===== src/hdl/tbld_pkg.sv =====
`timescale 1ns / 1ps
`default_nettype none
// ----------------------------------------------------------------------------
// tbld_pkg
// Types, codes and constants shared by the two-button long-press detector.
// ----------------------------------------------------------------------------
package tbld_pkg;

  localparam int unsigned ThreshW       = 8;
  localparam int unsigned TickMs        = 20;
  localparam int unsigned HoldMs        = 500;
  localparam logic [ThreshW-1:0] ThreshRst = ThreshW'(HoldMs / TickMs);

  // Servo command codes
  localparam logic [1:0] CMD_NONE   = 2'd0;
  localparam logic [1:0] CMD_CENTER = 2'd1;
  localparam logic [1:0] CMD_CCW    = 2'd2;
  localparam logic [1:0] CMD_CW     = 2'd3;

  // Reported state codes
  localparam logic [2:0] CODE_IDLE   = 3'd0;
  localparam logic [2:0] CODE_ONE    = 3'd1;
  localparam logic [2:0] CODE_TWO    = 3'd2;
  localparam logic [2:0] CODE_BOTH   = 3'd3;
  localparam logic [2:0] CODE_CENTER = 3'd4;
  localparam logic [2:0] CODE_CCW    = 3'd5;
  localparam logic [2:0] CODE_CW     = 3'd6;

  typedef enum logic [6:0] {
    ST_IDLE   = 7'b0000001,
    ST_ONE    = 7'b0000010,
    ST_TWO    = 7'b0000100,
    ST_BOTH   = 7'b0001000,
    ST_CENTER = 7'b0010000,
    ST_CCW    = 7'b0100000,
    ST_CW     = 7'b1000000
  } press_state_t;

  typedef struct packed {
    logic button_one;
    logic button_two;
    logic period_tick;
  } in_item_t;

  typedef struct packed {
    logic [1:0] servo_command;
    logic [2:0] machine_state;
  } out_item_t;

  // Handshake between the input register and the result stage
  typedef struct packed {
    logic valid;
    logic take;
  } stage_ctl_t;

endpackage
`default_nettype wire


===== src/hdl/tbld_in_reg.sv =====
`timescale 1ns / 1ps
`default_nettype none
// ----------------------------------------------------------------------------
// tbld_in_reg
// Input register: captures one poll item and holds it until the result stage
// takes it.
// ----------------------------------------------------------------------------
module tbld_in_reg
  import tbld_pkg::*;
(
  input  wire logic       clk,
  input  wire logic       rst_n,
  input  wire logic       in_valid,
  output logic            in_stall,
  input  wire in_item_t   in_item,
  input  wire logic       take,
  output stage_ctl_t      ctl,
  output in_item_t        item
);

  logic     valid_r;
  logic     valid_nxt;
  in_item_t item_r;

  // hold while an item sits here and the result side cannot take it
  assign in_stall  = valid_r & ~take;
  assign valid_nxt = in_stall ? valid_r : in_valid;

  always_ff @(posedge clk) begin
    if (!rst_n) begin
      valid_r <= 1'b0;
    end else begin
      valid_r <= valid_nxt;
    end
  end

  always_ff @(posedge clk) begin
    if (in_valid && !in_stall) begin
      item_r <= in_item;
    end
  end

  assign ctl.valid = valid_r;
  assign ctl.take  = take;
  assign item      = item_r;

endmodule
`default_nettype wire


===== src/hdl/tbld_core.sv =====
`timescale 1ns / 1ps
`default_nettype none
// ----------------------------------------------------------------------------
// tbld_core
// Press state machine and hold counter; forms one result per poll item.
// ----------------------------------------------------------------------------
module tbld_core
  import tbld_pkg::*;
(
  input  wire logic               clk,
  input  wire logic               rst_n,
  input  wire stage_ctl_t         ctl,
  input  wire in_item_t           item,
  input  wire logic [ThreshW-1:0] threshold,
  output out_item_t               result
);

  press_state_t       state_r;
  press_state_t       state_nxt;
  logic [ThreshW-1:0] count_r;
  logic [ThreshW-1:0] count_nxt;
  logic               fire;
  logic               ripe;
  logic               b1;
  logic               b2;

  assign fire = ctl.valid & ctl.take;
  assign ripe = count_r >= threshold;
  assign b1   = item.button_one;
  assign b2   = item.button_two;

  // transition uses the count from before this poll
  always_comb begin
    case (state_r)
      ST_IDLE: begin
        if (b1 && b2)  state_nxt = ST_BOTH;
        else if (b1)   state_nxt = ST_ONE;
        else if (b2)   state_nxt = ST_TWO;
        else           state_nxt = ST_IDLE;
      end
      ST_BOTH: begin
        if (!b1 || !b2) state_nxt = ST_IDLE;
        else            state_nxt = ripe ? ST_CENTER : ST_BOTH;
      end
      ST_ONE: begin
        if (!b1)      state_nxt = ST_IDLE;
        else if (b2)  state_nxt = ST_BOTH;
        else          state_nxt = ripe ? ST_CCW : ST_ONE;
      end
      ST_TWO: begin
        if (!b2)      state_nxt = ST_IDLE;
        else if (b1)  state_nxt = ST_BOTH;
        else          state_nxt = ripe ? ST_CW : ST_TWO;
      end
      default: state_nxt = ST_IDLE;
    endcase
  end

  // act on the new state
  always_comb begin
    count_nxt             = count_r;
    result.servo_command  = CMD_NONE;
    result.machine_state  = CODE_IDLE;
    case (state_nxt)
      ST_IDLE: begin
        count_nxt = '0;
      end
      ST_ONE, ST_TWO, ST_BOTH: begin
        if (item.period_tick && (count_r < threshold)) begin
          count_nxt = count_r + ThreshW'(1);
        end
        if (state_nxt == ST_ONE)       result.machine_state = CODE_ONE;
        else if (state_nxt == ST_TWO)  result.machine_state = CODE_TWO;
        else                           result.machine_state = CODE_BOTH;
      end
      ST_CENTER: begin
        result.servo_command = CMD_CENTER;
        result.machine_state = CODE_CENTER;
      end
      ST_CCW: begin
        result.servo_command = CMD_CCW;
        result.machine_state = CODE_CCW;
      end
      ST_CW: begin
        result.servo_command = CMD_CW;
        result.machine_state = CODE_CW;
      end
      default: begin
        count_nxt = count_r;
      end
    endcase
  end

  always_ff @(posedge clk) begin
    if (!rst_n) begin
      state_r <= ST_IDLE;
      count_r <= '0;
    end else if (fire) begin
      state_r <= state_nxt;
      count_r <= count_nxt;
    end
  end

endmodule
`default_nettype wire


===== src/hdl/two_button_long_press_detector.sv =====
`timescale 1ns / 1ps
`default_nettype none
// ----------------------------------------------------------------------------
// two_button_long_press_detector
// Polls two button levels with a period tick and issues a servo command once
// a single or double press has been held for hold_threshold ticks.
// ----------------------------------------------------------------------------
// Channel  Dir  Handshake        Payload
// in_      in   valid / stall    in_item_t  (button_one, button_two, tick)
// out_     out  valid / stall    out_item_t (servo_command, machine_state)
// cfg_     in   valid / ready    cfg_data   (hold_threshold, 8 bits)
//
// One item per cycle sustained while out_stall stays low.
// Per item: input register, one pass of state logic, result register.
// Reset (rst_n low, synchronous) empties both registers, sets idle, zero count
// and a threshold of 25. cfg_ready is always high.
// A stalled result holds; the input register then fills and raises in_stall.
// ----------------------------------------------------------------------------
module two_button_long_press_detector
  import tbld_pkg::*;
(
  input  wire logic               clk,
  input  wire logic               rst_n,
  input  wire logic               in_valid,
  output logic                    in_stall,
  input  wire in_item_t           in_item,
  output logic                    out_valid,
  input  wire logic               out_stall,
  output out_item_t               out_item,
  input  wire logic               cfg_valid,
  output logic                    cfg_ready,
  input  wire logic [ThreshW-1:0] cfg_data
);

  logic               take;
  stage_ctl_t         ctl;
  in_item_t           item;
  out_item_t          result;
  logic [ThreshW-1:0] thresh_r;
  logic               out_valid_r;
  logic               out_valid_nxt;
  out_item_t          out_item_r;

  assign cfg_ready = 1'b1;

  always_ff @(posedge clk) begin
    if (!rst_n) begin
      thresh_r <= ThreshRst;
    end else if (cfg_valid && cfg_ready) begin
      thresh_r <= cfg_data;
    end
  end

  // the result register can load when empty or being drained
  assign take = ~out_valid_r | ~out_stall;

  tbld_in_reg u_in_reg (
    .clk      (clk),
    .rst_n    (rst_n),
    .in_valid (in_valid),
    .in_stall (in_stall),
    .in_item  (in_item),
    .take     (take),
    .ctl      (ctl),
    .item     (item)
  );

  tbld_core u_core (
    .clk       (clk),
    .rst_n     (rst_n),
    .ctl       (ctl),
    .item      (item),
    .threshold (thresh_r),
    .result    (result)
  );

  assign out_valid_nxt = take ? ctl.valid : out_valid_r;

  always_ff @(posedge clk) begin
    if (!rst_n) begin
      out_valid_r <= 1'b0;
    end else begin
      out_valid_r <= out_valid_nxt;
    end
  end

  always_ff @(posedge clk) begin
    if (ctl.valid && take) begin
      out_item_r <= result;
    end
  end

  assign out_valid = out_valid_r;
  assign out_item  = out_item_r;

endmodule
`default_nettype wire

===== config.mk =====
export PLATFORM = sky130hd
export DESIGN_NAME = two_button_long_press_detector
export DESIGN_NICKNAME = d
export VERILOG_FILES = /design/src/hdl/tbld_pkg.sv /design/src/hdl/tbld_in_reg.sv /design/src/hdl/tbld_core.sv /design/src/hdl/two_button_long_press_detector.sv
export SDC_FILE = /design/constraint.sdc
export NUM_CORES = 1
export LEC_CHECK = 0
export BUFFER_PORTS_ARGS = -buffer_cell sky130_fd_sc_hd__buf_2
export CORE_UTILIZATION = 60
export CTS_CLUSTER_DIAMETER = 40
export DETAILED_ROUTE_END_ITERATION = 7
export PLACE_DENSITY = 0.82
export SYNTH_ARGS = -nofsm -noshare
export SYNTH_HDL_FRONTEND = slang
export SYNTH_HIERARCHICAL = 1
export SYNTH_SLANG_ARGS = --single-unit

===== constraint.sdc =====
create_clock -name clk -period 3.2 [get_ports clk]
set_input_delay 0.48 -clock clk [delete_from_list [all_inputs] [get_ports clk]]
set_output_delay 0.48 -clock clk [all_outputs]
set_load 0.02 [all_outputs]

### Word-level counts from Yosys, hierarchy flattened

Cells that the tools add are included.

| operators by class | value |
|---|---|
| $add $sub $neg | 1 |
| magnitude comparators | 2 |
| equal/unequal tests | 12 |
| multiplexer cells | 18 |
| bitwise logic cells | 6 |
| reductions and logical operators | 11 |

Operators by type and width:

| operator | number |
|---|---|
| 7-bit 2-to-1 mux | 8 |
| 7-bit one-hot mux with 4 select lines | 1 |
| 8-bit one-hot mux with 2 select lines | 1 |
| 7-bit by 1-bit equality test with 1-bit output (second input constant) | 2 |
| 7-bit by 2-bit equality test with 1-bit output (second input constant) | 2 |
| 7-bit by 3-bit equality test with 1-bit output (second input constant) | 2 |
| 7-bit by 4-bit equality test with 1-bit output (second input constant) | 2 |
| 3-bit one-hot mux with 4 select lines | 1 |
| 8-bit by 1-bit adder with 8-bit output (second input constant) | 1 |
| 8-bit greater-or-equal comparator | 1 |
| 8-bit < comparator | 1 |
| 8-bit 2-to-1 mux | 1 |
| 7-bit by 5-bit equality test with 1-bit output (second input constant) | 1 |
| 7-bit by 6-bit equality test with 1-bit output (second input constant) | 1 |
| 7-bit equality test (second input constant) | 1 |
| 6-bit 2-to-1 mux | 1 |
| 2-bit one-hot mux with 3 select lines | 1 |
| 5-bit 2-to-1 mux | 1 |
| 1-bit logical AND | 4 |
| 1-bit zero test | 3 |
| 3-bit 2-to-1 mux | 1 |
| 1-bit inverter | 3 |
| 3-bit AND reduction | 1 |
| 3-bit OR reduction | 1 |
| 7 further kinds | 8 |

| word-level totals | value |
|---|---|
| flip-flop bits (word level) | 33 |
| logic and storage cells | 60 |

### Logic depth before layout (Yosys ltp)

| logic depth | value |
|---|---|
| depth in word-level cells | 9 |
| mapped depth | 9 |
| gate-level depth less buffers | 8 |

### Modules after synthesis

Netlist, hierarchy kept.

Modules (own cells, without submodules):

| module | times used | cells an instance | area an instance (µm²) | sequential area each (µm²) |
|---|---|---|---|---|
| tbld_core | 1 | 164 | 1,298.7 | 300.3 |
| two_button_long_press_detector | 1 | 37 | 496.7 | 330.3 |
| tbld_in_reg | 1 | 9 | 152.6 | 110.1 |

### Worst setup path after synthesis

OpenSTA, ideal clock, no wires.

| timing | value |
|---|---|
| path type | in2reg |
| start point | in out_stall |
| end point | reg u_core.count_r[3] |
| library setup time | 0.080 ns |
| arrival time | 2.142 ns |
| slack | 0.978 ns |
| stages on the path | 9 |
| path through | nand2_1 -> buf_4 -> and2_1 -> clkbuf_1 -> o2111ai_1 -> or2_1 -> clkbuf_1 -> or3_1 -> o221ai_2 |

RTL lines:

| item | line | text |
|---|---|---|
| start, declared | two_button_long_press_detector.sv:28 | `input wire logic out_stall,` |
| end signal, assigned | tbld_core.sv:100 | `count_r <= count_nxt;` |
| end, declared | tbld_core.sv:20 | `logic [ThreshW-1:0] count_r;` |

### Worst setup path in the final report

| timing | value |
|---|---|
| start point | reg u_core.count_r[1] |
| end point | reg u_core.count_r[4] |

| between the ends | value |
|---|---|
| cells in the longest elaborated chain, start to end | 9 |
| elaborated cells between the ends (all ways) | 23 |
| those cells by class | 1 x add/sub; 2 x order compare; 5 x eq/ne; 11 x mux; 4 x reduce/logical |

Ends and longest elaborated chain:

| item | line | text |
|---|---|---|
| 8-bit greater-or-equal comparator | tbld_core.sv:28 | `assign ripe = count_r >= threshold;` |
| 6-bit 2-to-1 mux or 7-bit 2-to-1 mux (tied branches) | tbld_core.sv:48, tbld_core.sv:53 |  |
| 7-bit 2-to-1 mux (on tied branches) | tbld_core.sv:47, tbld_core.sv:52 |  |
| 7-bit 2-to-1 mux (on tied branches) | tbld_core.sv:46, tbld_core.sv:51 |  |
| 7-bit one-hot mux with 4 select lines | tbld_core.sv:34 | `case (state_r)` |
| 7-bit by 4-bit equality test with 1-bit output, or another cell as far along | tbld_core.sv:64 | `case (state_nxt)` |
| 3-bit OR reduction | tbld_core.sv:64 |  |
| 2-bit by 1-bit != test with 1-bit output (no source line) or 2-bit nonzero test (tied branches) | - |  |
| 3-bit AND reduction (no source line) | - |  |

Parallel ways exist; a longest one is shown, timed or not. The select of a mux whose other input is x is not followed.
A chain may end at the register's enable or synchronous reset.

==> flow_results.org <==
** Floorplan
- # rows :: 20
- I/O pin cnt :: 24
- The initial utilization of the core area, before any placement, comes to approximately 63%.
- The core region is roughly 3100 sq um.
- DIE AREA :: 3479 sq um
- Horizontal die dimension :: between 50 and 60 um
- Measured along the y axis, the die boundary spans about 59 um.

** Clocking
- CTS Buf Count :: 5
- After clock tree synthesis, the clock-pin slew on the worst setup and hold paths is about 100 ps.
- Clock net sink count :: 33
- The clock tree synthesis step divided the H-tree into 2 levels.
- For this design, the CTS-stage hold fixing added 0 buffers.
- Master cell of the clock root buffer :: sky130_fd_sc_hd__clkbuf_4
- Post-CTS setup-driven buffer insertion count :: 0
- Maximum clock insertion buffer count :: 2
- Once the clock tree was built, the resizer swapped 0 gates to a different size.
- Clock latency on the worst-skew pair, taken at its later pin, is about 340 ps.
- Clock tree from TritonCTS :: done

** Cells and area
- For this run, the post-layout net count is 254.
- Share of post-route cells with drive strength above 1 :: between 20% and 30%
- Finished Cell Area :: between 2000 and 2500 sq um
- Area of the multi-input gates :: approximately 1100 sq um
- The count of cells in the finished layout, fillers not included, comes to ~270.
- Filler cells :: ~260
- The sequential cells in the finished layout cover a total of 740.7 sq um.
- Measured on the finished design, the core utilization comes to approximately two thirds.
- The repair_antennas step left the layout with diodes totalling 0.
- Relative to the synthesized area, the layout overhead comes to 8.349%.

** Route
- DRT antenna net count :: 0
- In this run, the number of DRC markers left after iteration 0 of detailed routing was 47.
- Wires add up to ~3.5 mm.
- Vias per Instance :: about 5.7
- Length of the first detailed-routing pass in iterations :: 4
- For this run, design rule violations remaining after detail routing come to 0.
- Detail-routed net length per standard cell :: between 10 and 15 um
- The detailed router placed 1,567 vias in this run.

** Synth
- Share of flip-flops with an asynchronous set or reset after synthesis :: 0%
- Summing the sequential cell areas from Yosys gives 38.02% of the chip area.
- Top area cells in the synthesized netlist :: sky130_fd_sc_hd__dfxtp_1 26%, sky130_fd_sc_hd__edfxtp_1 12%, sky130_fd_sc_hd__ha_1 5.8%
- A synthesized cell averages slightly above 9 sq um.
- Counting every net in the synthesized netlist gives 235.
- In this run, synthesis inferred 8 flip-flops with an integrated enable.
- Flip-flop and latch count after synthesis :: 33
- Cell type with the highest aggregate area in the netlist :: sky130_fd_sc_hd__dfxtp_1
- Synthesized instance count :: 210
- Area of the mapped netlist :: 1948 sq um
- Warning count from the yosys run :: 6
- Cell variety after synth :: 47
- Most used DFF post-synth :: sky130_fd_sc_hd__dfxtp_1
- The synthesized design devotes to its leading area cell type roughly a quarter of total area.

** Timing
- Final Critical Period :: 2289 ps
- Period Utilization, post-route :: 71.53%
- For the pin with the worst max-slew slack, the measured transition is around 520 ps.
- Final WS setup :: between 900 and 1000 ps
- Post-Route Skew :: 12.69 ps
- RSZ-0062 raised after global routing :: no
- Number of pins with negative max-slew slack in the final report :: 0
- Sum Neg Setup Slack :: 0 ps
- Relative slew margins :: 64.93%
- Setup violations remaining at the end of the flow were counted as 0.
- F_max :: around 0.44 GHz
- The count of endpoints failing hold in the final timing report came to 0.

** Power and ir drop
- Leak pwr :: between 0.8 and 0.9 nW
- For this design the ratio of total power to cell area is 402.4 nW/um^2.
- Worst-case vdd ir drop :: approximately 0.33 mV

** Run
- Max capacitance violation total :: 0

** Global routing
- Via count of the first global-routing pass :: ~1,400
- Met2 GRT Util :: around a third
- Global routing finished with a remaining overflow of 0.
- In the global route stage, met3 resource usage came out at between 5 and 6%.
- met2 is the most crowded layer.
- Pin count of the biggest net entering global routing :: 15
- First-pass GRT wire length :: around 6 mm
- The number of antenna violations at the first check in global routing is 0.
- GR Util met1 :: around 30%
- In the global route stage, overall resource usage came out at ~23%.

** Worst setup path
- Critical Path Slowest Stage Cell :: sky130_fd_sc_hd__dfxtp_1
- Kind of end point of the critical path :: flop
- Sequence of cells on the critical path :: ha_1 -> nor2b_1 -> o211ai_1 -> a31oi_1 -> o22ai_2 -> buf_4 -> a21bo_1 -> o221ai_2
- Worst setup SP type :: flop
- Type of the worst setup path :: reg -> reg
- Critical-path maximum fanout :: 14
- Arr. time, crit path :: 2510 ps
- STA puts the critical path data required time at between 3000 and 4000 ps.
- For this run, the slowest stage of the critical path takes around 430 ps.

** Placed design
- Placer's final routability congestion estimate :: approximately 0.92
- After detailed placement, the total cell area comes to approximately 2100 sq um.
- At the placement stage, the worst setup path has a slack of a little over 900 ps.
- Input/output buffers :: 22
- Post-Place Cells :: roughly 270
- DP Wirelength :: 2.667 mm

** Hold path
- In this run the worst hold path is classified as in -> reg.

** Status
- Outcome :: finished clean
[cells in the final DEF (no fill, tap or decap), drive strengths merged, types with 3 or more instances in the layout]
cell,n
a21oi,14
a31oi,6
and2,3
buf,24
clkbuf,6
dfxtp,25
edfxtp,8
ha,9
inv,19
mux2i,8
nand2,19
nand2b,6
nand3,8
nand4,4
nor2,11
nor2b,9
nor3,6
o2111ai,7
o211ai,3
o21ai,3
o221ai,5
or3,6
[worst paths after layout]
path	endpoint	slack (ps)	startpoint	cells after the start
max reg2reg	u_core/count_r[4]$_SDFFE_PN0P_	910	u_core/count_r[1]$_SDFFE_PN0P_	8
min	u_in_reg/item[1]$_DFFE_PP_	320	in_item[1]	1
max	u_core/count_r[4]$_SDFFE_PN0P_	910	u_core/count_r[1]$_SDFFE_PN0P_	8
min reg2reg	u_core/state_r[6]$_SDFFE_PN0P_	480	u_core/state_r[6]$_SDFFE_PN0P_	2
[state kept, by name (all words and copies together) (netlist names)]
name              cells
u_core/count_r        8
u_in_reg/item         3
u_core/state_r        7
out_valid             1
out_item              5
u_in_reg/valid_r      1
thresh_r              8
[through the flow]
step	hold WS, ps	power [mW]
2_1_floorplan	440.2	0.5858
3_3_place_gp	455.6	0.6115
3_5_place_dp	462.2	0.6150
4_1_cts	302.1	0.8549
5_1_grt	296.5	0.8855
6_report	317.4	0.8493
[cell type report]
type,count,share of cell area [%]
multi-input cells,146,50.15
well taps,44,2.608
flip-flops and latches,33,35.09
clock inverters,2,0.4149
inverters,19,3.379
repair buffers,24,5.928
clock buffers,6,2.430
[report_power, final]
part	switching [mW]	internal, mW
Combinational	0.0825	0.0578
Clock	0.138	0.103
Sequential	0.0206	0.447
[cells in the mapped netlist (all sizes together) (4+ instances only)]
cell type  number
a31oi           6
clkbuf          4
inv            19
ha              9
nand4           4
o221ai          5
edfxtp          8
nor3            6
nand2b          6
dfxtp          25
mux2i           8
or3             6
nand2          19
o2111ai         7
nand3           8
nor2b           9
a21oi          14
nor2           11
buf             8
[critical path: cells and delay by family (launching register included)]
kind / cells / cell delay (ps)
AO/OA/AOI/OAI: 5 / 1110
flip-flops: 1 / 430
adder cells (fa/ha/maj): 1 / 270
buffers and inverters: 1 / 220
AND/OR/NAND/NOR: 1 / 140
[cell families after synthesis]
family	share of synthesized area (%)
DFF	38.02
buffers and inverters	7.643
adders and majority gates	5.780
other	0.1925
AOI/OAI and AO/OA	20.74
and+or+nand+nor	22.61
muxes	4.111
xor gates and xnor gates	0.8993
[layer usage]
layer,vias to the layer above,wire length (um)
li1,798,-
met5,-,0
met4,0,66
met3,8,187
met1,710,1665
met2,51,1603
No activity file was read; power rests on OpenSTA's default activity.
